`config.mk`:
```
export PLATFORM = sky130hd
export DESIGN_NAME = gate_opener_controller
export DESIGN_NICKNAME = d
export VERILOG_FILES = /design/src/rtl/gop_pkg.sv /design/src/rtl/gop_fsm.sv /design/src/rtl/gate_opener_controller.sv
export VERILOG_INCLUDE_DIRS = /design/src /design/src/rtl
export SDC_FILE = /design/constraint.sdc
export NUM_CORES = 1
export LEC_CHECK = 0
export BUFFER_PORTS_ARGS = -buffer_cell sky130_fd_sc_hd__buf_2
export CAP_MARGIN = 20
export CORE_AREA = 3 3 239 124
export CTS_BUF_LIST = sky130_fd_sc_hd__clkbuf_16
export DETAILED_ROUTE_END_ITERATION = 10
export DIE_AREA = 0 0 242 127
export PLACE_DENSITY = 0.54
export SKIP_CTS_REPAIR_TIMING = 1
export SLEW_MARGIN = 20
export SYNTH_ARGS = -nofsm -noshare
export SYNTH_HDL_FRONTEND = slang
export SYNTH_SLANG_ARGS = --single-unit
```
`constraint.sdc`:
```
create_clock -name clock -period 6 [get_ports clock]
set_clock_uncertainty 0.1 [all_clocks]
set_input_delay 0.3 -clock clock [delete_from_list [all_inputs] [get_ports clock]]
set_output_delay 0.3 -clock clock [all_outputs]
set_load 0.01 [all_outputs]
```
`src/rtl/assert_macros.svh`:
```
// assertion helpers shared by the rtl
`ifndef ASSERT_MACROS_SVH
`define ASSERT_MACROS_SVH

`ifndef SYNTHESIS

// expression must hold on every edge outside reset
`define GOP_ASSERT_ALWAYS(label, clk, rst, expr) \
   label: assert property (@(posedge clk) disable iff (rst) (expr)) \
      else $error("gate opener check failed");

// consequent must hold on the edge after the antecedent
`define GOP_ASSERT_NEXT(label, clk, rst, ante, cons) \
   label: assert property (@(posedge clk) disable iff (rst) (ante) |=> (cons)) \
      else $error("gate opener sequence check failed");

`else

`define GOP_ASSERT_ALWAYS(label, clk, rst, expr)
`define GOP_ASSERT_NEXT(label, clk, rst, ante, cons)

`endif

`endif

```
`src/rtl/gop_pkg.sv`:
```
`timescale 1ns / 1ps
`default_nettype none

package gop_pkg;

   localparam int unsigned COUNT_WIDTH_DEF = 16;
   localparam int unsigned CFG_WIDTH       = 16;
   localparam int unsigned CFG_IDX_WIDTH   = 3;

   // register indexes on the csr port
   localparam logic [CFG_IDX_WIDTH-1:0] CFG_RUN_LIMIT       = 3'd0;
   localparam logic [CFG_IDX_WIDTH-1:0] CFG_AUTOCLOSE_LIMIT = 3'd1;
   localparam logic [CFG_IDX_WIDTH-1:0] CFG_FAST_BLINK      = 3'd2;
   localparam logic [CFG_IDX_WIDTH-1:0] CFG_SLOW_BLINK      = 3'd3;
   localparam logic [CFG_IDX_WIDTH-1:0] CFG_ALARM_TOGGLE    = 3'd4;

   localparam logic [CFG_WIDTH-1:0] RUN_LIMIT_RST       = 16'd10;
   localparam logic [CFG_WIDTH-1:0] AUTOCLOSE_LIMIT_RST = 16'd5;
   localparam logic [CFG_WIDTH-1:0] FAST_BLINK_RST      = 16'd5;
   localparam logic [CFG_WIDTH-1:0] SLOW_BLINK_RST      = 16'd10;
   localparam logic [CFG_WIDTH-1:0] ALARM_TOGGLE_RST    = 16'd50;

   typedef enum logic [2:0] {
      ST_INIT    = 3'd0,
      ST_CLOSING = 3'd1,
      ST_OPENING = 3'd2,
      ST_CLOSED  = 3'd3,
      ST_OPEN    = 3'd4,
      ST_ERROR   = 3'd5,
      ST_STOP    = 3'd6
   } state_type;

   typedef enum logic [1:0] {
      FAULT_OK  = 2'd0,
      FAULT_LSW = 2'd1,
      FAULT_OT  = 2'd2
   } fault_type;

   typedef struct packed {
      logic [CFG_WIDTH-1:0] run_limit;
      logic [CFG_WIDTH-1:0] autoclose_limit;
      logic [CFG_WIDTH-1:0] fast_blink_ticks;
      logic [CFG_WIDTH-1:0] slow_blink_ticks;
      logic [CFG_WIDTH-1:0] alarm_toggle_ticks;
   } cfg_type;

   // one scan tick
   typedef struct packed {
      logic limit_closed;
      logic limit_open;
      logic btn_open;
      logic btn_close;
      logic btn_toggle;
      logic cmd_reset;
   } word_type;

   typedef struct packed {
      logic motor_open;
      logic motor_close;
      logic lamp;
      logic buzzer;
   } step_type;

endpackage

`default_nettype wire

```
`src/rtl/gop_fsm.sv`:
```
`timescale 1ns / 1ps
`default_nettype none

module gop_fsm #(
   parameter int unsigned COUNT_WIDTH = gop_pkg::COUNT_WIDTH_DEF
) (
   input  gop_pkg::state_type        state,
   input  logic [COUNT_WIDTH-1:0]    run_count,
   input  logic [COUNT_WIDTH-1:0]    open_count,
   input  logic [COUNT_WIDTH-1:0]    blink_count,
   input  logic                      lamp,
   input  logic                      buzzer,
   input  gop_pkg::fault_type        fault,
   input  gop_pkg::word_type         word,
   input  gop_pkg::cfg_type          cfg,
   output gop_pkg::state_type        state_next,
   output gop_pkg::fault_type        fault_next,
   output logic [COUNT_WIDTH-1:0]    run_count_next,
   output logic [COUNT_WIDTH-1:0]    open_count_next,
   output logic [COUNT_WIDTH-1:0]    blink_count_next,
   output gop_pkg::step_type         step
);
   import gop_pkg::*;

   localparam int unsigned CMP_WIDTH = (COUNT_WIDTH > CFG_WIDTH) ? COUNT_WIDTH : CFG_WIDTH;

   logic                   moving;
   logic                   closing;
   logic                   arrived;
   logic                   period_hit;
   logic                   overtime;
   logic                   autoclose;
   logic [COUNT_WIDTH-1:0] run_inc;
   logic [COUNT_WIDTH-1:0] open_inc;
   logic [COUNT_WIDTH-1:0] blink_inc;
   logic [CFG_WIDTH-1:0]   period;

   assign closing = (state == ST_CLOSING);
   assign moving  = closing || (state == ST_OPENING);
   assign arrived = closing ? word.limit_closed : word.limit_open;

   // saturating increments
   assign run_inc   = (&run_count)   ? run_count   : run_count + 1'b1;
   assign open_inc  = (&open_count)  ? open_count  : open_count + 1'b1;
   assign blink_inc = (&blink_count) ? blink_count : blink_count + 1'b1;

   always_comb begin
      case (state)
         ST_CLOSING: period = cfg.fast_blink_ticks;
         ST_OPENING: period = cfg.slow_blink_ticks;
         default:    period = cfg.alarm_toggle_ticks;
      endcase
   end

   assign period_hit = CMP_WIDTH'(blink_inc) >= CMP_WIDTH'(period);
   assign overtime   = CMP_WIDTH'(run_inc) > CMP_WIDTH'(cfg.run_limit);
   assign autoclose  = CMP_WIDTH'(open_inc) >= CMP_WIDTH'(cfg.autoclose_limit);

   // next state and fault
   always_comb begin
      state_next = state;
      fault_next = fault;
      case (state)
         ST_INIT: begin
            if (word.limit_closed && word.limit_open) begin
               fault_next = FAULT_LSW;
               state_next = ST_ERROR;
            end else if (word.limit_closed) begin
               state_next = ST_CLOSED;
            end else if (word.limit_open) begin
               state_next = ST_CLOSING;
            end else begin
               state_next = ST_STOP;
            end
         end
         ST_CLOSING, ST_OPENING: begin
            if (arrived) begin
               state_next = closing ? ST_CLOSED : ST_OPEN;
            end else if (word.btn_open || word.btn_close) begin
               state_next = ST_STOP;
            end else if (overtime) begin
               fault_next = FAULT_OT;
               state_next = ST_ERROR;
            end
         end
         ST_CLOSED: begin
            if (word.btn_open || word.btn_toggle) state_next = ST_OPENING;
         end
         ST_OPEN: begin
            if (word.btn_close || word.btn_toggle || autoclose) state_next = ST_CLOSING;
         end
         ST_ERROR: begin
            // limit fault clears once either switch lets go
            if (fault == FAULT_LSW && (!word.limit_closed || !word.limit_open)) begin
               fault_next = FAULT_OK;
               state_next = ST_INIT;
            end
         end
         ST_STOP: begin
            if (word.btn_close && !word.limit_closed) begin
               state_next = ST_CLOSING;
            end else if (word.btn_open && !word.limit_open) begin
               state_next = ST_OPENING;
            end else if (word.btn_toggle && !word.limit_open && !word.limit_closed) begin
               state_next = ST_CLOSING;
            end
         end
         default: state_next = ST_ERROR;
      endcase
      if (word.cmd_reset) begin
         fault_next = FAULT_OK;
         if (state == ST_ERROR) state_next = ST_INIT;
      end
   end

   // drives and counters
   always_comb begin
      step.motor_open  = (state == ST_OPENING);
      step.motor_close = closing;
      step.lamp        = lamp;
      step.buzzer      = buzzer;
      run_count_next   = run_count;
      open_count_next  = open_count;
      blink_count_next = blink_count;
      if (moving) begin
         run_count_next   = run_inc;
         step.buzzer      = 1'b1;
         blink_count_next = period_hit ? '0 : blink_inc;
         if (period_hit) step.lamp = ~lamp;
      end else if (state == ST_ERROR) begin
         blink_count_next = period_hit ? '0 : blink_inc;
         if (period_hit) step.buzzer = ~buzzer;
      end else if (state == ST_OPEN) begin
         step.lamp       = 1'b1;
         open_count_next = open_inc;
      end
      // counters restart on any change of state
      if (state_next != state) begin
         run_count_next   = '0;
         open_count_next  = '0;
         blink_count_next = '0;
      end
   end

endmodule

`default_nettype wire

```
`src/rtl/gate_opener_controller.sv`:
```
// a word accepted at one edge has its result on the rsp port after that edge
// throughput: one word per cycle while rsp_ready is high, the state update is a single pass between registers
// the rsp register takes the next result while the current one is being taken
// reset is synchronous and active high: gate sequence to initial, counters, lamp, buzzer
// and fault to zero, configuration back to its defaults, no result held
`timescale 1ns / 1ps
`default_nettype none
`include "assert_macros.svh"

module gate_opener_controller #(
   parameter int unsigned COUNT_WIDTH = gop_pkg::COUNT_WIDTH_DEF
) (
   input  logic                                clock,
   input  logic                                reset,
   input  logic                                req_valid,
   output logic                                req_ready,
   input  logic                                req_limit_closed,
   input  logic                                req_limit_open,
   input  logic                                req_btn_open,
   input  logic                                req_btn_close,
   input  logic                                req_btn_toggle,
   input  logic                                req_cmd_reset,
   output logic                                rsp_valid,
   input  logic                                rsp_ready,
   output logic [2:0]                          rsp_gate_state,
   output logic                                rsp_motor_open,
   output logic                                rsp_motor_close,
   output logic                                rsp_lamp,
   output logic                                rsp_buzzer,
   output logic [1:0]                          rsp_fault_code,
   input  logic                                csr_we,
   input  logic [gop_pkg::CFG_IDX_WIDTH-1:0]   csr_index,
   input  logic [gop_pkg::CFG_WIDTH-1:0]       csr_wdata
);
   import gop_pkg::*;

   state_type              state_ff;
   state_type              state_in;
   fault_type              fault_ff;
   fault_type              fault_in;
   logic [COUNT_WIDTH-1:0] run_count_ff;
   logic [COUNT_WIDTH-1:0] run_count_in;
   logic [COUNT_WIDTH-1:0] open_count_ff;
   logic [COUNT_WIDTH-1:0] open_count_in;
   logic [COUNT_WIDTH-1:0] blink_count_ff;
   logic [COUNT_WIDTH-1:0] blink_count_in;
   logic                   lamp_ff;
   logic                   buzzer_ff;
   cfg_type                cfg_ff;
   word_type               word;
   step_type               step;
   logic                   req_fire;
   logic                   rsp_valid_ff;
   logic [2:0]             rsp_state_ff;
   logic                   rsp_motor_open_ff;
   logic                   rsp_motor_close_ff;
   logic                   rsp_lamp_ff;
   logic [1:0]             rsp_fault_code_ff;

   assign word = '{limit_closed: req_limit_closed, limit_open: req_limit_open,
                   btn_open: req_btn_open, btn_close: req_btn_close,
                   btn_toggle: req_btn_toggle, cmd_reset: req_cmd_reset};

   assign req_ready = !rsp_valid_ff || rsp_ready;
   assign req_fire  = req_valid && req_ready;

   gop_fsm #(
      .COUNT_WIDTH(COUNT_WIDTH)
   ) u_fsm (
      .state           (state_ff),
      .run_count       (run_count_ff),
      .open_count      (open_count_ff),
      .blink_count     (blink_count_ff),
      .lamp            (lamp_ff),
      .buzzer          (buzzer_ff),
      .fault           (fault_ff),
      .word            (word),
      .cfg             (cfg_ff),
      .state_next      (state_in),
      .fault_next      (fault_in),
      .run_count_next  (run_count_in),
      .open_count_next (open_count_in),
      .blink_count_next(blink_count_in),
      .step            (step)
   );

   // configuration registers
   always_ff @(posedge clock) begin
      if (reset) begin
         cfg_ff.run_limit          <= RUN_LIMIT_RST;
         cfg_ff.autoclose_limit    <= AUTOCLOSE_LIMIT_RST;
         cfg_ff.fast_blink_ticks   <= FAST_BLINK_RST;
         cfg_ff.slow_blink_ticks   <= SLOW_BLINK_RST;
         cfg_ff.alarm_toggle_ticks <= ALARM_TOGGLE_RST;
      end else if (csr_we) begin
         case (csr_index)
            CFG_RUN_LIMIT:       cfg_ff.run_limit          <= csr_wdata;
            CFG_AUTOCLOSE_LIMIT: cfg_ff.autoclose_limit    <= csr_wdata;
            CFG_FAST_BLINK:      cfg_ff.fast_blink_ticks   <= csr_wdata;
            CFG_SLOW_BLINK:      cfg_ff.slow_blink_ticks   <= csr_wdata;
            CFG_ALARM_TOGGLE:    cfg_ff.alarm_toggle_ticks <= csr_wdata;
            default: ;
         endcase
      end
   end

   // gate state, advanced once per accepted word
   always_ff @(posedge clock) begin
      if (reset) begin
         state_ff       <= ST_INIT;
         fault_ff       <= FAULT_OK;
         run_count_ff   <= '0;
         open_count_ff  <= '0;
         blink_count_ff <= '0;
         lamp_ff        <= 1'b0;
         buzzer_ff      <= 1'b0;
      end else if (req_fire) begin
         state_ff       <= state_in;
         fault_ff       <= fault_in;
         run_count_ff   <= run_count_in;
         open_count_ff  <= open_count_in;
         blink_count_ff <= blink_count_in;
         lamp_ff        <= step.lamp;
         buzzer_ff      <= step.buzzer;
      end
   end

   always_ff @(posedge clock) begin
      if (reset) begin
         rsp_valid_ff <= 1'b0;
      end else if (req_fire) begin
         rsp_valid_ff <= 1'b1;
      end else if (rsp_ready) begin
         rsp_valid_ff <= 1'b0;
      end
   end

   // result word
   always_ff @(posedge clock) begin
      if (req_fire) begin
         rsp_state_ff       <= state_in;
         rsp_motor_open_ff  <= step.motor_open;
         rsp_motor_close_ff <= step.motor_close;
         rsp_lamp_ff        <= step.lamp;
         rsp_fault_code_ff  <= fault_in;
      end
   end

   assign rsp_valid       = rsp_valid_ff;
   assign rsp_gate_state  = rsp_state_ff;
   assign rsp_motor_open  = rsp_motor_open_ff;
   assign rsp_motor_close = rsp_motor_close_ff;
   assign rsp_lamp        = rsp_lamp_ff;
   assign rsp_buzzer      = buzzer_ff;
   assign rsp_fault_code  = rsp_fault_code_ff;

   `GOP_ASSERT_ALWAYS(a_motor_excl, clock, reset,
                      !rsp_valid_ff || !(rsp_motor_open_ff && rsp_motor_close_ff))
   `GOP_ASSERT_ALWAYS(a_fault_in_error, clock, reset,
                      fault_ff == FAULT_OK || state_ff == ST_ERROR)
   `GOP_ASSERT_NEXT(a_count_restart, clock, reset, req_fire && (state_in != state_ff),
                    run_count_ff == '0 && open_count_ff == '0 && blink_count_ff == '0)

endmodule

`default_nettype wire
```
# Word-level counts from Yosys, hierarchy flattened
# Index checks and enable logic that the tools add are counted.
# Widths: inputs -> output; s select.
dict set report totals {
  out_inout_bits 11
  regBits 144
}
dict set report op_classes {
  n_reduce_logical 38
  bitwise 2
  muxes 46
  n_lt_le_gt_ge 3
  add_sub_neg 3
  eq_ne 14
}
# op n
set ops {}
lappend ops {{$mux 16} 13}
lappend ops {{$add 16x1->16 const B} 3}
lappend ops {{$reduce_and 16->1} 3}
lappend ops {{$mux 3} 15}
lappend ops {{$ge 16x16->1} 2}
lappend ops {{$pmux 16 s2} 1}
lappend ops {{$pmux 3 s6} 1}
lappend ops {{$gt 16x16->1} 1}
lappend ops {{$mux 2} 7}
lappend ops {{$reduce_and 2->1} 7}
lappend ops {{$eq 3x2->1 const B} 4}
lappend ops {{$eq 3x3->1 const B} 4}
lappend ops {{$reduce_bool 2->1} 5}
lappend ops {{$mux 1} 8}
lappend ops {{$logic_and 1x1->1} 7}
lappend ops {{$logic_or 1x1->1} 7}
lappend ops {{$eq 3x1->1 const B} 2}
lappend ops {{$logic_not 3->1} 2}
lappend ops {{$pmux 2 s3} 1}
lappend ops {{$ne 2x2->1 const B} 2}
lappend ops {{$reduce_and 4->1} 1}
lappend ops {{$logic_not 1->1} 3}
lappend ops {{$ne 3x3->1} 1}
lappend ops {{$reduce_and 3->1} 1}
lappend ops {{other kinds (4)} 5}

# Depth between registers and ports, before layout
# Gate-level depths: netlist of run 1.
dict set report logic_depth {
  ltp_word 12
  ltp_mapped 22
  mapped_depth_nobuf 18
}

# Hierarchy
# A second synthesis of run 1 with hierarchy kept.
dict set report unflattened {
  hier_cells 1226
  hier_area_um2 9315.2
}
# mod n_inst seq_area_each_um2 area_each_um2 cells_each
set by_module_without_submodules {}
lappend by_module_without_submodules {gate_opener_controller 1 2962.8 5481.5 618}
lappend by_module_without_submodules {gop_fsm 1 0.0 3833.7 608}

# Worst setup path after synthesis of run 1
# OpenSTA, ideal clock, no wires.
dict set report synth_timing {
  path_kind {reg2reg}
  startpoint {register run_count_ff[3]}
  endpoint {register open_count_ff[11]}
  synth_period_minus_slack_ps 4734
  arrival_time_ps 4538
  stages_incl_launch_ff 20
  slack_ps 1266
  n_path_buf 2
  required_ps 5805
  path_cell_list {dfxtp_1 -> clkbuf_1 -> and4_1 -> clkbuf_1 -> nand4_1 -> nor2_1 -> nand3_1 -> and3_1 -> nand4_1 -> xnor2_1 -> ha_1 -> a41o_2 -> a21oi_1 -> or4_4 -> a311oi_1 -> o21ai_1 -> a21o_2 -> and3b_2 -> or2b_4 -> a221oi_1}
}
dict set report synth_via {
  elab_chain_len 12
  word_cells_on_any_way 16
}
# item line
set synth_lines {}
lappend synth_lines {{from (decl)} gate_opener_controller.sv:41} ;# logic [COUNT_WIDTH-1:0] run_count_ff;
lappend synth_lines {{from (signal assigned)} gate_opener_controller.sv:120} ;# run_count_ff <= run_count_in;
lappend synth_lines {{$add 16x1->16 / $reduce_and 16->1 (equally long branches)} gop_fsm.sv:43} ;# assign run_inc = (&run_count) ? run_count : run_count + 1'b1;
lappend synth_lines {{$mux 16 *} gop_fsm.sv:43}
lappend synth_lines {{$gt 16x16->1 *} gop_fsm.sv:56} ;# assign overtime = CMP_WIDTH'(run_inc) > CMP_WIDTH'(cfg.run_limit);
lappend synth_lines {{$mux 3 *} gop_fsm.sv:81} ;# end else if (overtime) begin
lappend synth_lines {{$mux 3 *} gop_fsm.sv:79} ;# end else if (word.btn_open || word.btn_close) begin
lappend synth_lines {{$mux 3 *} gop_fsm.sv:77} ;# if (arrived) begin
lappend synth_lines {{$pmux 3 s6 *} gop_fsm.sv:63} ;# case (state)
lappend synth_lines {{$mux 3} gop_fsm.sv:112} ;# if (state == ST_ERROR) state_next = ST_INIT;
lappend synth_lines {{$mux 3 *} gop_fsm.sv:110} ;# if (word.cmd_reset) begin
lappend synth_lines {{$ne 3x3->1 *} gop_fsm.sv:138} ;# if (state_next != state) begin
lappend synth_lines {{$ne 2x2->1 (no line) / $reduce_bool 2->1 (equally long branches)} --}
lappend synth_lines {{$reduce_and 4->1 (no line)} --}
lappend synth_lines {{to (signal assigned)} gate_opener_controller.sv:121} ;# open_count_ff <= open_count_in;
lappend synth_lines {{to (decl)} gate_opener_controller.sv:43} ;# logic [COUNT_WIDTH-1:0] open_count_ff;
# Mark *: on every way between the ends. The rest lies on a longest branch, timed or not.
# A chain may end at the register's enable or synchronous reset.

# Worst setup path after layout of run 1
dict set report layout_timing {
  startpoint {register run_count_ff[3]}
  endpoint {register run_count_ff[1]}
}
dict set report layout_via {
  elab_chain_len 12
  word_cells_on_any_way 15
}
# item line
set layout_lines {}
lappend layout_lines {{$add 16x1->16 / $reduce_and 16->1 (equally long branches)} gop_fsm.sv:43}
lappend layout_lines {{$mux 16 *} gop_fsm.sv:43}
lappend layout_lines {{$gt 16x16->1} gop_fsm.sv:56}
lappend layout_lines {{$mux 3} gop_fsm.sv:81}
lappend layout_lines {{$mux 3} gop_fsm.sv:79}
lappend layout_lines {{$mux 3} gop_fsm.sv:77}
lappend layout_lines {{$pmux 3 s6} gop_fsm.sv:63}
lappend layout_lines {{$mux 3} gop_fsm.sv:112}
lappend layout_lines {{$mux 3} gop_fsm.sv:110}
lappend layout_lines {{$ne 3x3->1} gop_fsm.sv:138}
lappend layout_lines {{$reduce_bool 2->1 (no line)} --}
lappend layout_lines {{$reduce_and 2->1 (no line)} --}
# Mark *: on every way between the ends. The rest lies on a longest branch, timed or not. The select of a mux whose other input is x is not followed.

==> results.md, run 1 <==
- CP max FO: 24
- Post-synthesis net count: around 1,100
- Leak pwr: between 0.003 and 0.004 uW
- Worst-path clk slew: 0.07 ns
- Yosys warns: 0
- Rel. slew slack: about a third
- Overall via count from detail_route: between 7,000 and 8,000
- Comb pwr share: roughly 15%
- Sequential area share after synthesis: 35.8%
- I/O pins: 41
- Worst Reg2Reg Path Length in Cells: 18
- Critical path class: reg2reg
- Worst vdd ir: roughly 0.17 mV
- Non-filler instance count after layout: approximately 1,500
- Final setup vio count: 0
- Detail Placement HPWL: about 16 mm
- CTS Buf Count: 17
- Leading area contributor after synthesis: dfxtp_1
- Placed insts: about 1,400
- RePlAce Congestion: 0.828
- NetSw: between 700 and 800 uW
- Sequential share of power: a little over two fifths
- Full die area: 0.0307 mm^2
- Mapped cell area: 0.00828 mm^2
- Slew Limit Fails: 0
- IO Port Bufs: 40
- H-tree levels: 4
- Root buf cell: clkbuf_16
- Max incr delay on CP: between 0.5 and 0.6 ns
- Share of cells above drive strength 1: between 10% and 20%
- Row cnt: 43
- Nets: roughly 1,100
- Skew-Pair Late Insertion Delay: 0.42 ns
- ANT cells: 0
- Main area contributors after synthesis: dfxtp_1 33%, nand2_1 10%, ha_1 8.2%
- Final non-filler cell area: slightly above 0.009 mm^2
- RSZ-0062 raised after global routing: no
- Final min period: ~5.4 ns
- Syn avg cell area: 7.86 um^2
- Initial antenna violation count: 0
- HP Class: in2reg
- GRT overflow: 0
- Clk sink count: approximately 140
- Area post-placement: 0.00870 mm^2
- Hold path depth: 3
- Starting Density: between 30 and 40%
- ANT nets after route: 0
- Worst setup SP type: register
- Required @ worst endpoint: around 6.2 ns
- Crit-path cells: and4_1, nand4_1, nor2_1, nand3_1, nand4_1, inv_1, nand2_1, xnor2_1, ha_1, a41o_2, a21oi_1, or4_4, a311oi_2, o21ai_1, a21o_2, and4_4, o21bai_4, nor3_1
- WL/cell: 15.5 um
- Largest net degree at the start of global routing: around 110
- Setup crit end kind: register
- Synthesis-stage register bit count: between 100 and 150
- First-pass GRT wire length: roughly 36 mm
- Synthesis-to-finish area growth: 11.8%
- Post-Synthesis Cells: 1,054
- Sw frac: between 30 and 40%
- Remaining DRCs: 0
- Crit-path slowest cell: o21bai_4
- Chip height: 127 um
- Core outline area: 0.0275 mm^2
- Max cap viols: 0
- First drt pass iteration count: 5
- Critical register-to-register path endpoint: run_count_ff[1]
- Highest clock rate: between 150 and 200 MHz
- Power Total: 2380 uW
- Final Hold Vio Count: 0
- Hold Path End: rsp_valid
- CTS tree: built
- R2R Path Start: run_count_ff[3]
- GRT Overall Usage: 14.5%
- Netlist cell types: 73
- Worst slew pin tran: between 1 and 1.5 ns
- Clock buffer depth: 2
- Final wirelength: approximately 23 mm
- R2R setup slack: 0.60 ns
- Vias in the first global route: between 6,000 and 7,000
- Drt via density: between 5 and 6
- Status: completed
- Top_reg_cell synth: dfxtp_1
- Final period util: around nine tenths
- Critical path data arrival time: approximately 5.6 ns
- Clock power frac: a little over two fifths
- Post-synth ARST share: 0%
- Die Width: around 240 um
- Most used cell, CP: nand4_1
- Worst hold start: req_valid
- Post-synth EDFFs: 8
- Synth top area share: roughly a third
- Total negative slack: 0 ns
- Initial DRC count: 555
- Pint: 1660 uW
- Total power density per cell area: approximately 260 mW/mm^2
cell usage in the layout (no fill, tap or decap), types with 5 or more instances in the layout:
| cell type | Yosys | final |
|---|---|---|
| or2_2 | 6 | 6 |
| o21a_1 | 10 | 10 |
| nand2b_1 | 11 | 11 |
| a22o_1 | 26 | 26 |
| clkbuf_16 | 0 | 17 |
| nor3_1 | 19 | 19 |
| xnor2_1 | 29 | 29 |
| inv_1 | 53 | 53 |
| a21oi_1 | 122 | 122 |
| nand3_1 | 29 | 29 |
| o21ai_0 | 23 | 23 |
| ha_1 | 54 | 54 |
| nor2_1 | 68 | 68 |
| a31oi_1 | 10 | 10 |
| nand2_1 | 231 | 231 |
| nor4_1 | 7 | 7 |
| edfxtp_1 | 8 | 8 |
| a211oi_2 | 5 | 5 |
| nor2b_1 | 11 | 11 |
| buf_2 | 5 | 39 |
| nand4_1 | 19 | 19 |
| inv_6 | 0 | 5 |
| nand3b_1 | 11 | 11 |
| xor2_1 | 12 | 12 |
| dfxtp_1 | 136 | 136 |
| mux2_2 | 5 | 5 |
| a211oi_1 | 7 | 7 |
| and3_1 | 14 | 14 |
critical path, delay by kind of cell, from the launching register on:
family | cells | cell delay, ns
buffers and inverters | 1 | 0.10
flip-flops | 1 | 0.50
XOR/XNOR | 1 | 0.07
adder cells (fa/ha/maj) | 1 | 0.33
AND/OR/NAND/NOR | 9 | 2.44
AO/OA/AOI/OAI | 6 | 1.72
per-layer routing:
metal | track usage, % | vias to the layer above | wire length, um
li1 | - | 3673 | -
met1 | 19.5 | 3429 | 11000
met3 | 2.39 | 20 | 1060
met4 | 4.59 | 0 | 327
met5 | 0 | - | 0
met2 | 23.9 | 160 | 10300
per-stage QoR:
stage | setup WS, ns | hold WS, ns | utilization, %
final | 0.602 | 0.0314 | 33.6
after global routing | 0.134 | 0.0258 | 33.6
after CTS | 0.440 | 0.00780 | 33.6
after detailed placement | 0.469 | 0.346 | 31.6
after global placement | 0.708 | 0.341 | 31.6
after floorplan | 1.27 | 0.318 | -
cell type report:
cell class	instances	area (um^2)
Timing Repair Buffer	43	229
Inverter	53	199
Sequential cell	144	2960
Tap cell	382	478
Multi-Input combinational cell	800	4840
Clock inverter	15	126
Clock buffer	17	425
Fill cell	2888	18300
synth_stat cells, types with 12 or more instances:
library cell / n
nor3_1: 19
a22o_1: 26
o21ai_0: 23
nand4_1: 19
clkbuf_1: 41
inv_1: 53
xnor2_1: 29
and3_1: 14
dfxtp_1: 136
nand3_1: 29
xor2_1: 12
a21oi_1: 122
nor2_1: 68
nand2_1: 231
ha_1: 54
cell families (layout without fill, tap and decap cells):
| family | count (synthesis) | count (layout) | synth area share, % |
|---|---|---|---|
| and+or+nand+nor | 453 | 453 | 25.5 |
| AOI/OAI and AO/OA | 244 | 244 | 19.3 |
| muxes | 8 | 8 | 1.04 |
| adders and majority gates | 54 | 54 | 8.16 |
| DFF | 144 | 144 | 35.8 |
| xor gates and xnor gates | 41 | 41 | 4.34 |
| buffers and inverters | 110 | 128 | 5.88 |
state kept, by name, summed over array words and instances (netlist names):
register and count:
rsp_lamp 1, rsp_fault_code 2, rsp_motor_close 1, rsp_motor_open 1
lamp_ff 1, rsp_valid 1, cfg_ff 80, rsp_gate_state 3
fault_ff 2, run_count_ff 16, open_count_ff 16, blink_count_ff 16
state_ff 3, rsp_buzzer 1
worst max path at each step:
stage / startpoint / to / slack (ns) / depth (start not counted)
global placement: run_count_ff[3] / run_count_ff[13] / 0.71 / 18
finish: run_count_ff[3] / run_count_ff[1] / 0.60 / 18
floorplan: run_count_ff[3] / open_count_ff[11] / 1.27 / 19
CTS: run_count_ff[3] / run_count_ff[1] / 0.44 / 18
global route: run_count_ff[3] / open_count_ff[11] / 0.13 / 18
detailed placement: run_count_ff[3] / run_count_ff[1] / 0.47 / 18
power groups by stage:
stage	registers (uW)	logic (uW)	clock network (uW)
6_report	1030	350	996
5_1_grt	1030	386	1060
4_1_cts	1030	347	1020
3_5_place_dp	1050	346	0
3_3_place_gp	1050	341	0
2_1_floorplan	1040	256	0
(Power assumes the default switching activity.)
==> inputs of run 2 (changes only) <==
PLACE_DENSITY = not set   (was 0.54)
PLACE_DENSITY_LB_ADDON = 0.1   (was not set)
==> run 2 against run 1 <==
  * Total power up 3.5%
  * Design area grew 0.93%
  * Global-route usage grew 2.0 points
  * Flip-flop and latch count unchanged
  * Fmax is 3.6% lower
  * Final cell count rose by 0.48%
  * Routed wire length increased by 11%
  * Combinational power is 6.6% higher
  * Via count increased by 0.14%
  * Worst hold slack better by 0.030 ns
  * Die area unchanged
  * Register-to-register slack lost 0.20 ns
==> results.md, run 2 (synthesis gave the netlist of run 1 again) <==
- Status: completed (unchanged)
- RSZ-0062 raised after global routing: no (unchanged)
- Final wirelength: 25.2 mm (was 22.6 mm)
- Largest net degree at the start of global routing: 57 (was 108)
- Critical path class: reg2reg (unchanged)
- Crit-path slowest cell: a311oi_1 (was o21bai_4)
- Root buf cell: clkbuf_16 (unchanged)
- R2R Path Start: run_count_ff[3] (unchanged)
- Largest Register: cfg_ff (unchanged)
- First-pass GRT wire length: 39.1 mm (was 35.9 mm)
- Max reg flops: 80 (unchanged)
- Final worst slack: 0.399 ns (was 0.602 ns)
- Crit-path cells: and4_1, nand4_1, nor2_1, nand3_1, and3_1, nand4_1, xnor2_1, ha_1, a41o_2, a21oi_1, or4_4, a311oi_1, o21ai_1, a21o_2, and3b_2, or2b_4, a221oi_1 (was and4_1, nand4_1, nor2_1, nand3_1, nand4_1, inv_1, nand2_1, xnor2_1, ha_1, a41o_2, a21oi_1, or4_4, a311oi_2, o21ai_1, a21o_2, and4_4, o21bai_4, nor3_1)
- Drt via density: 4.99 (was 5.01)
- Chip height: 127 um (unchanged)
- RePlAce Congestion: 0.797 (was 0.828)
- Worst Hold Slack: 0.0618 ns (was 0.0314 ns)
- Highest clock rate: 179 MHz (was 185 MHz)
- Initial DRC count: 530 (was 555)
- Worst setup SP type: register (unchanged)
- WL/cell: 17.2 um (was 15.5 um)
- Clk sink count: 144 (unchanged)
- Worst hold start: csr_wdata[14] (was req_valid)
- Final setup vio count: 0 (unchanged)
- Share of cells above drive strength 1: 11.3% (was 10.8%)
- First drt pass iteration count: 7 (was 5)
- Detail Placement HPWL: 18.0 mm (was 16.0 mm)
- Worst-path clk slew: 0.06 ns (was 0.07 ns)
- Row cnt: 43 (unchanged)
- Most common cell after layout, fill and taps aside: nand2_1 (unchanged)
- ANT nets after route: 0 (unchanged)
- Skew-Pair Late Insertion Delay: 0.44 ns (was 0.42 ns)
- Synthesis-to-finish area growth: 12.8% (was 11.8%)
- Setup crit end kind: register (unchanged)
- Worst slew pin tran: 0.887 ns (was 1.02 ns)
- Starting Density: 30.1% (unchanged)
- Non-filler instance count after layout: 1,461 (was 1,454)
- Total negative slack: 0 ns (unchanged)
- Vias in the first global route: 6,923 (was 6,935)
- Total power density per cell area: 263 mW/mm^2 (was 257 mW/mm^2)
- Final Hold Vio Count: 0 (unchanged)
- Full die area: 0.0307 mm^2 (unchanged)
- Remaining DRCs: 0 (unchanged)
- I/O pins: 41 (unchanged)
- Initial antenna violation count: 0 (unchanged)
- Final period util: 93.3% (was 90.0%)
- GRT overflow: 0 (unchanged)
- Max incr delay on CP: 0.71 ns (was 0.52 ns)
- Nets: 1,150 (was 1,143)
- Slew Limit Fails: 0 (unchanged)
- CTS Buf Count: 17 (unchanged)
- Required @ worst endpoint: 6.25 ns (was 6.19 ns)
- Die Width: 242 um (unchanged)
- Most used cell, CP: nand4_1 (unchanged)
- Rel. slew slack: 40.7% (was 31.5%)
- CP max FO: 9 (was 24)
- Critical path data arrival time: 5.85 ns (was 5.59 ns)
- GRT Overall Usage: 16.4% (was 14.5%)
- Placed insts: 1,427 (was 1,422)
- Critical path launch point: run_count_ff[3] (unchanged)
- Most frequent cells in the layout: 231 x nand2_1, 136 x dfxtp_1, 122 x a21oi_1 (unchanged)
- Max cap viols: 0 (unchanged)
- Pre-CTS WS: 0.483 ns (was 0.469 ns)
- Worst vdd ir: 0.212 mV (was 0.169 mV)
- IO Port Bufs: 40 (unchanged)
- Core outline area: 0.0275 mm^2 (unchanged)
- H-tree levels: 4 (unchanged)
- Final min period: 5.60 ns (was 5.40 ns)
- Overall via count from detail_route: 7,292 (was 7,282)
- Power Total: 2460 uW (was 2380 uW)
- HP Class: in2reg (unchanged)
- Leak pwr: 0.00353 uW (was 0.00350 uW)
- CTS tree: built (unchanged)
- ANT cells: 0 (unchanged)
- Clock buffer depth: 2 (unchanged)
## run 2: cell type report
| class | instances | area, um^2 |
|---|---|---|
| Clock inverter | 14 | 129 |
| Tap cell | 382 | 478 |
| Inverter | 53 | 199 |
| Clock buffer | 18 | 450 |
| Fill cell | 2976 | 18200 |
| Timing Repair Buffer | 49 | 273 |
| Multi-Input combinational cell | 801 | 4850 |
| Sequential cell | 144 | 2960 |
## run 2: report_power, final
group	internal, uW	switching [uW]	leakage [uW]
registers	999	25.1	0.00118
logic	127	246	0.00207
clock network	599	463	0.000280
total	1720	734	0.00353
## run 2: critical path, delay by kind of cell (launching register included)
family | cells | cell delay, ns
compound gates | 6 | 1.76
fa+ha+maj | 1 | 0.31
flops | 1 | 0.49
xor+xnor | 1 | 0.07
simple gates | 9 | 2.77
## run 2: final timing paths
kind / depth (start not counted) / slack, ns / to
min reg2reg: 2 / 0.35 / cfg_ff[41]
max: 17 / 0.40 / open_count_ff[11]
max reg2reg: 17 / 0.40 / open_count_ff[11]
min: 3 / 0.06 / cfg_ff[62]
## run 2: stage by stage
| stage | utilization (%) | area [um^2] |
|---|---|---|
| 2_1_floorplan | - | 8280 |
| 3_3_place_gp | 31.7 | 8730 |
| 3_5_place_dp | 31.7 | 8730 |
| 4_1_cts | 33.8 | 9310 |
| 5_1_grt | 33.9 | 9350 |
| 6_report | 33.9 | 9350 |
## run 2: metal layers
metal	up-vias	share of wire, %	track usage (%)
met3	21	3.6	3.67
met2	98	45	26.0
met1	3486	50	22.6
met5	-	0	0
li1	3687	-	-
met4	0	1.2	4.52
==> inputs of run 3 (changes only) <==
ABC_AREA = 1   (was not set)
CORE_AREA = 3 3 240 124   (was 3 3 239 124)
DIE_AREA = 0 0 243 127   (was 0 0 242 127)
clock period = 6.6 ns   (was 6 ns; I/O delays follow)
==> run 3 against run 2 <==
  * Clock-buffer cell count shrank 1
  * Worst hold slack worse by 0.037 ns
  * Critical path depth up 12
  * Critical endpoint is now open_count_ff[4]
  * Highest routed layer unchanged
==> results.md, run 3 <==
- Critical path data arrival time: 5.83 ns (was 5.85 ns)
- R2R setup slack: 1.05 ns (was 0.40 ns)
- ANT nets after route: 0 (unchanged)
- Clock buffer depth: 2 (unchanged)
- Total power density per cell area: 289 mW/mm^2 (was 263 mW/mm^2)
- Total negative slack: 0 ns (unchanged)
- First drt pass iteration count: 5 (was 7)
- Synthesis-stage register bit count: 144 (unchanged)
- Initial DRC count: 576 (was 530)
- Share of cells above drive strength 1: 8.20% (was 11.3%)
- Chip height: 127 um (unchanged)
- Final Hold Vio Count: 0 (unchanged)
- Critical register-to-register path endpoint: open_count_ff[4] (was open_count_ff[11])
- Pint: 1770 uW (was 1720 uW)
- Vias in the first global route: 7,053 (was 6,923)
- Worst slew pin tran: 0.918 ns (was 0.887 ns)
- Sequential share of power: 37.6% (was 41.6%)
- Netlist cell types: 42 (was 73)
- Drt via density: 4.75 (was 4.99)
- Mapped cell area: 0.00830 mm^2 (was 0.00828 mm^2)
- Final min period: 5.55 ns (was 5.60 ns)
- Skew-Pair Late Insertion Delay: 0.44 ns (about the same)
- Setup crit end kind: register (unchanged)
- ANT cells: 0 (unchanged)
- Yosys warns: 0 (unchanged)
- RSZ-0062 raised after global routing: no (unchanged)
- Root buf cell: clkbuf_16 (unchanged)
- Final setup vio count: 0 (unchanged)
- Critical path class: reg2reg (unchanged)
- Clock power frac: 36.5% (was 43.2%)
- Post-synth ARST share: 0% (unchanged)
- Full die area: 0.0309 mm^2 (was 0.0307 mm^2)
- Rel. slew slack: 38.8% (was 40.7%)
- Final period util: 84.1% (was 93.3%)
- R2R Path Start: run_count_ff[0] (was run_count_ff[3])
- IO Port Bufs: 40 (unchanged)
- Largest net degree at the start of global routing: 75 (was 57)
- Power Total: 2700 uW (was 2460 uW)
- Slew Limit Fails: 0 (unchanged)
- Initial antenna violation count: 0 (unchanged)
- Most used cell, CP: nand2_1 (was nand4_1)
- RePlAce Congestion: 0.797 (about the same)
- HP Class: in2reg (unchanged)
- Starting Density: 30.0% (was 30.1%)
- CTS tree: built (unchanged)
- Post-synth EDFFs: 8 (unchanged)
- Die Width: 243 um (was 242 um)
- Worst hold start: reset (was csr_wdata[14])
- Required @ worst endpoint: 6.88 ns (was 6.25 ns)
- Syn avg cell area: 6.90 um^2 (was 7.86 um^2)
- Comb pwr share: 26.0% (was 15.2%)
- Crit-path slowest cell: nand2_1 (was a311oi_1)
- Synth top area share: 32.8% (was 32.9%)
- GRT overflow: 0 (unchanged)
- Worst setup SP type: register (unchanged)
- Post-Synthesis Cells: 1,204 (was 1,054)
- Count leader, synth: nor2_1 (was nand2_1)
- Worst vdd ir: 0.202 mV (was 0.212 mV)
- Max cap viols: 0 (unchanged)
- CP max FO: 22 (was 9)
- Max reg flops: 80 (unchanged)
- WL/cell: 15.1 um (was 17.2 um)
- NetSw: 933 uW (was 734 uW)
- Sequential area share after synthesis: 35.7% (was 35.8%)
- Nets: 1,305 (was 1,150)
- Leak pwr: 0.00397 uW (was 0.00353 uW)
- I/O pins: 41 (unchanged)
- Worst Reg2Reg Path Length in Cells: 29 (was 17)
- Synthesis-to-finish area growth: 12.8% (about the same)
- Highest clock rate: 180 MHz (was 179 MHz)
- Detail Placement HPWL: 17.4 mm (was 18.0 mm)
- Hold Path End: rsp_valid (was cfg_ff[62])
- Max incr delay on CP: 0.52 ns (was 0.71 ns)
- CTS Buf Count: 17 (unchanged)
- Overall via count from detail_route: 7,664 (was 7,292)
- Most frequent cells in the layout: 226 x nor2_1, 209 x nand2_1, 136 x dfxtp_1 (was 231 x nand2_1, 136 x dfxtp_1, 122 x a21oi_1)
- Remaining DRCs: 0 (unchanged)
- Hold path depth: 2 (was 3)
- Worst-path clk slew: 0.07 ns (was 0.06 ns)
- Leading area contributor after synthesis: dfxtp_1 (unchanged)
- Post-synthesis net count: 1,288 (was 1,138)
- Most common cell after layout, fill and taps aside: nor2_1 (was nand2_1)
- Core outline area: 0.0277 mm^2 (was 0.0275 mm^2)
- Clk sink count: 144 (unchanged)
- Final wirelength: 24.4 mm (was 25.2 mm)
- Buf/Inv on CP: 1 (was 0)
- GRT Overall Usage: 16.1% (was 16.4%)
- First-pass GRT wire length: 38.7 mm (was 39.1 mm)
- Largest Register: cfg_ff (unchanged)
- Sw frac: 34.5% (was 29.9%)
- Status: completed (unchanged)
- Cell family with most CP delay: simple AND/OR/NAND/NOR gates (unchanged)
- Main area contributors after synthesis: dfxtp_1 33%, nor2_1 10%, nand2_1 9.4% (was dfxtp_1 33%, nand2_1 10%, ha_1 8.2%)
- Top_reg_cell synth: dfxtp_1 (unchanged)
- Row cnt: 43 (unchanged)
- H-tree levels: 4 (unchanged)
- Commonest cells in the netlist: 226 x nor2_1, 209 x nand2_1, 136 x dfxtp_1, 127 x inv_1, 92 x o21ai_0 (was 231 x nand2_1, 136 x dfxtp_1, 122 x a21oi_1, 68 x nor2_1, 54 x ha_1)
## run 3: cell count changes after synthesis, sizes merged, moves of 22 or more
cell	previous run	this run
o211ai	3	26
xnor2	29	7
nand3	29	57
inv	53	134
a21oi	122	89
a22o	26	2
o21ai	25	93
nor2	70	239
## run 3: layout make-up
cell class / count / area, um^2
multi-input combinational: 877 / 4600
sequential: 144 / 2960
clock buffer: 17 / 425
timing repair buffer: 43 / 223
clock inverter: 13 / 146
inverter: 138 / 524
fill: 3037 / 18300
tap: 382 / 478
## run 3: worst max path at each step
stage	slack, ns	from	to	depth (start not counted)
after floorplan	2.71	run_count_ff[0]	run_count_ff[4]	35
after global placement	1.13	run_count_ff[0]	open_count_ff[3]	29
after detailed placement	1.05	run_count_ff[0]	open_count_ff[4]	29
after CTS	1.03	run_count_ff[0]	open_count_ff[4]	29
after global routing	0.38	run_count_ff[0]	open_count_ff[4]	29
final	1.05	run_count_ff[0]	open_count_ff[4]	29
## run 3: layer usage
metal  global-route usage (%)  up-vias  routed length (um)
li1                         -     3984                   -
met1                     23.3     3529               12900
met2                     24.4      132               10300
met3                     3.48       19                 908
met4                     3.82        0                 302
met5                        0        -                   0
## run 3: cell families after synthesis
logic type	after synthesis	synth area share, %
xor+xnor	26	2.74
compound gates	233	15.8
fa+ha+maj	54	8.14
simple gates	564	28.8
buf+inv	183	8.89
flops	144	35.7
## run 3: through the flow
stage / area [um^2] / setup WS, ns / cells / util [%] / hold WS, ns
after global placement: 8790 / 1.13 / 1584 / 31.8 / 0.339
after CTS: 9360 / 1.03 / 1614 / 33.8 / 0.00172
final: 9360 / 1.05 / 1614 / 33.8 / 0.0252
after global routing: 9360 / 0.383 / 1614 / 33.8 / 0.0112
after floorplan: 8300 / 2.71 / 1204 / - / 0.299
after detailed placement: 8790 / 1.05 / 1584 / 31.8 / 0.346
## run 3: power by group through the flow
stage / Sequential [uW] / Combinational (uW) / Clock (uW)
2_1_floorplan: 1020 / 530 / 0
3_3_place_gp: 1030 / 699 / 0
3_5_place_dp: 1030 / 706 / 0
4_1_cts: 1010 / 709 / 1010
5_1_grt: 1030 / 818 / 1040
6_report: 1010 / 702 / 985
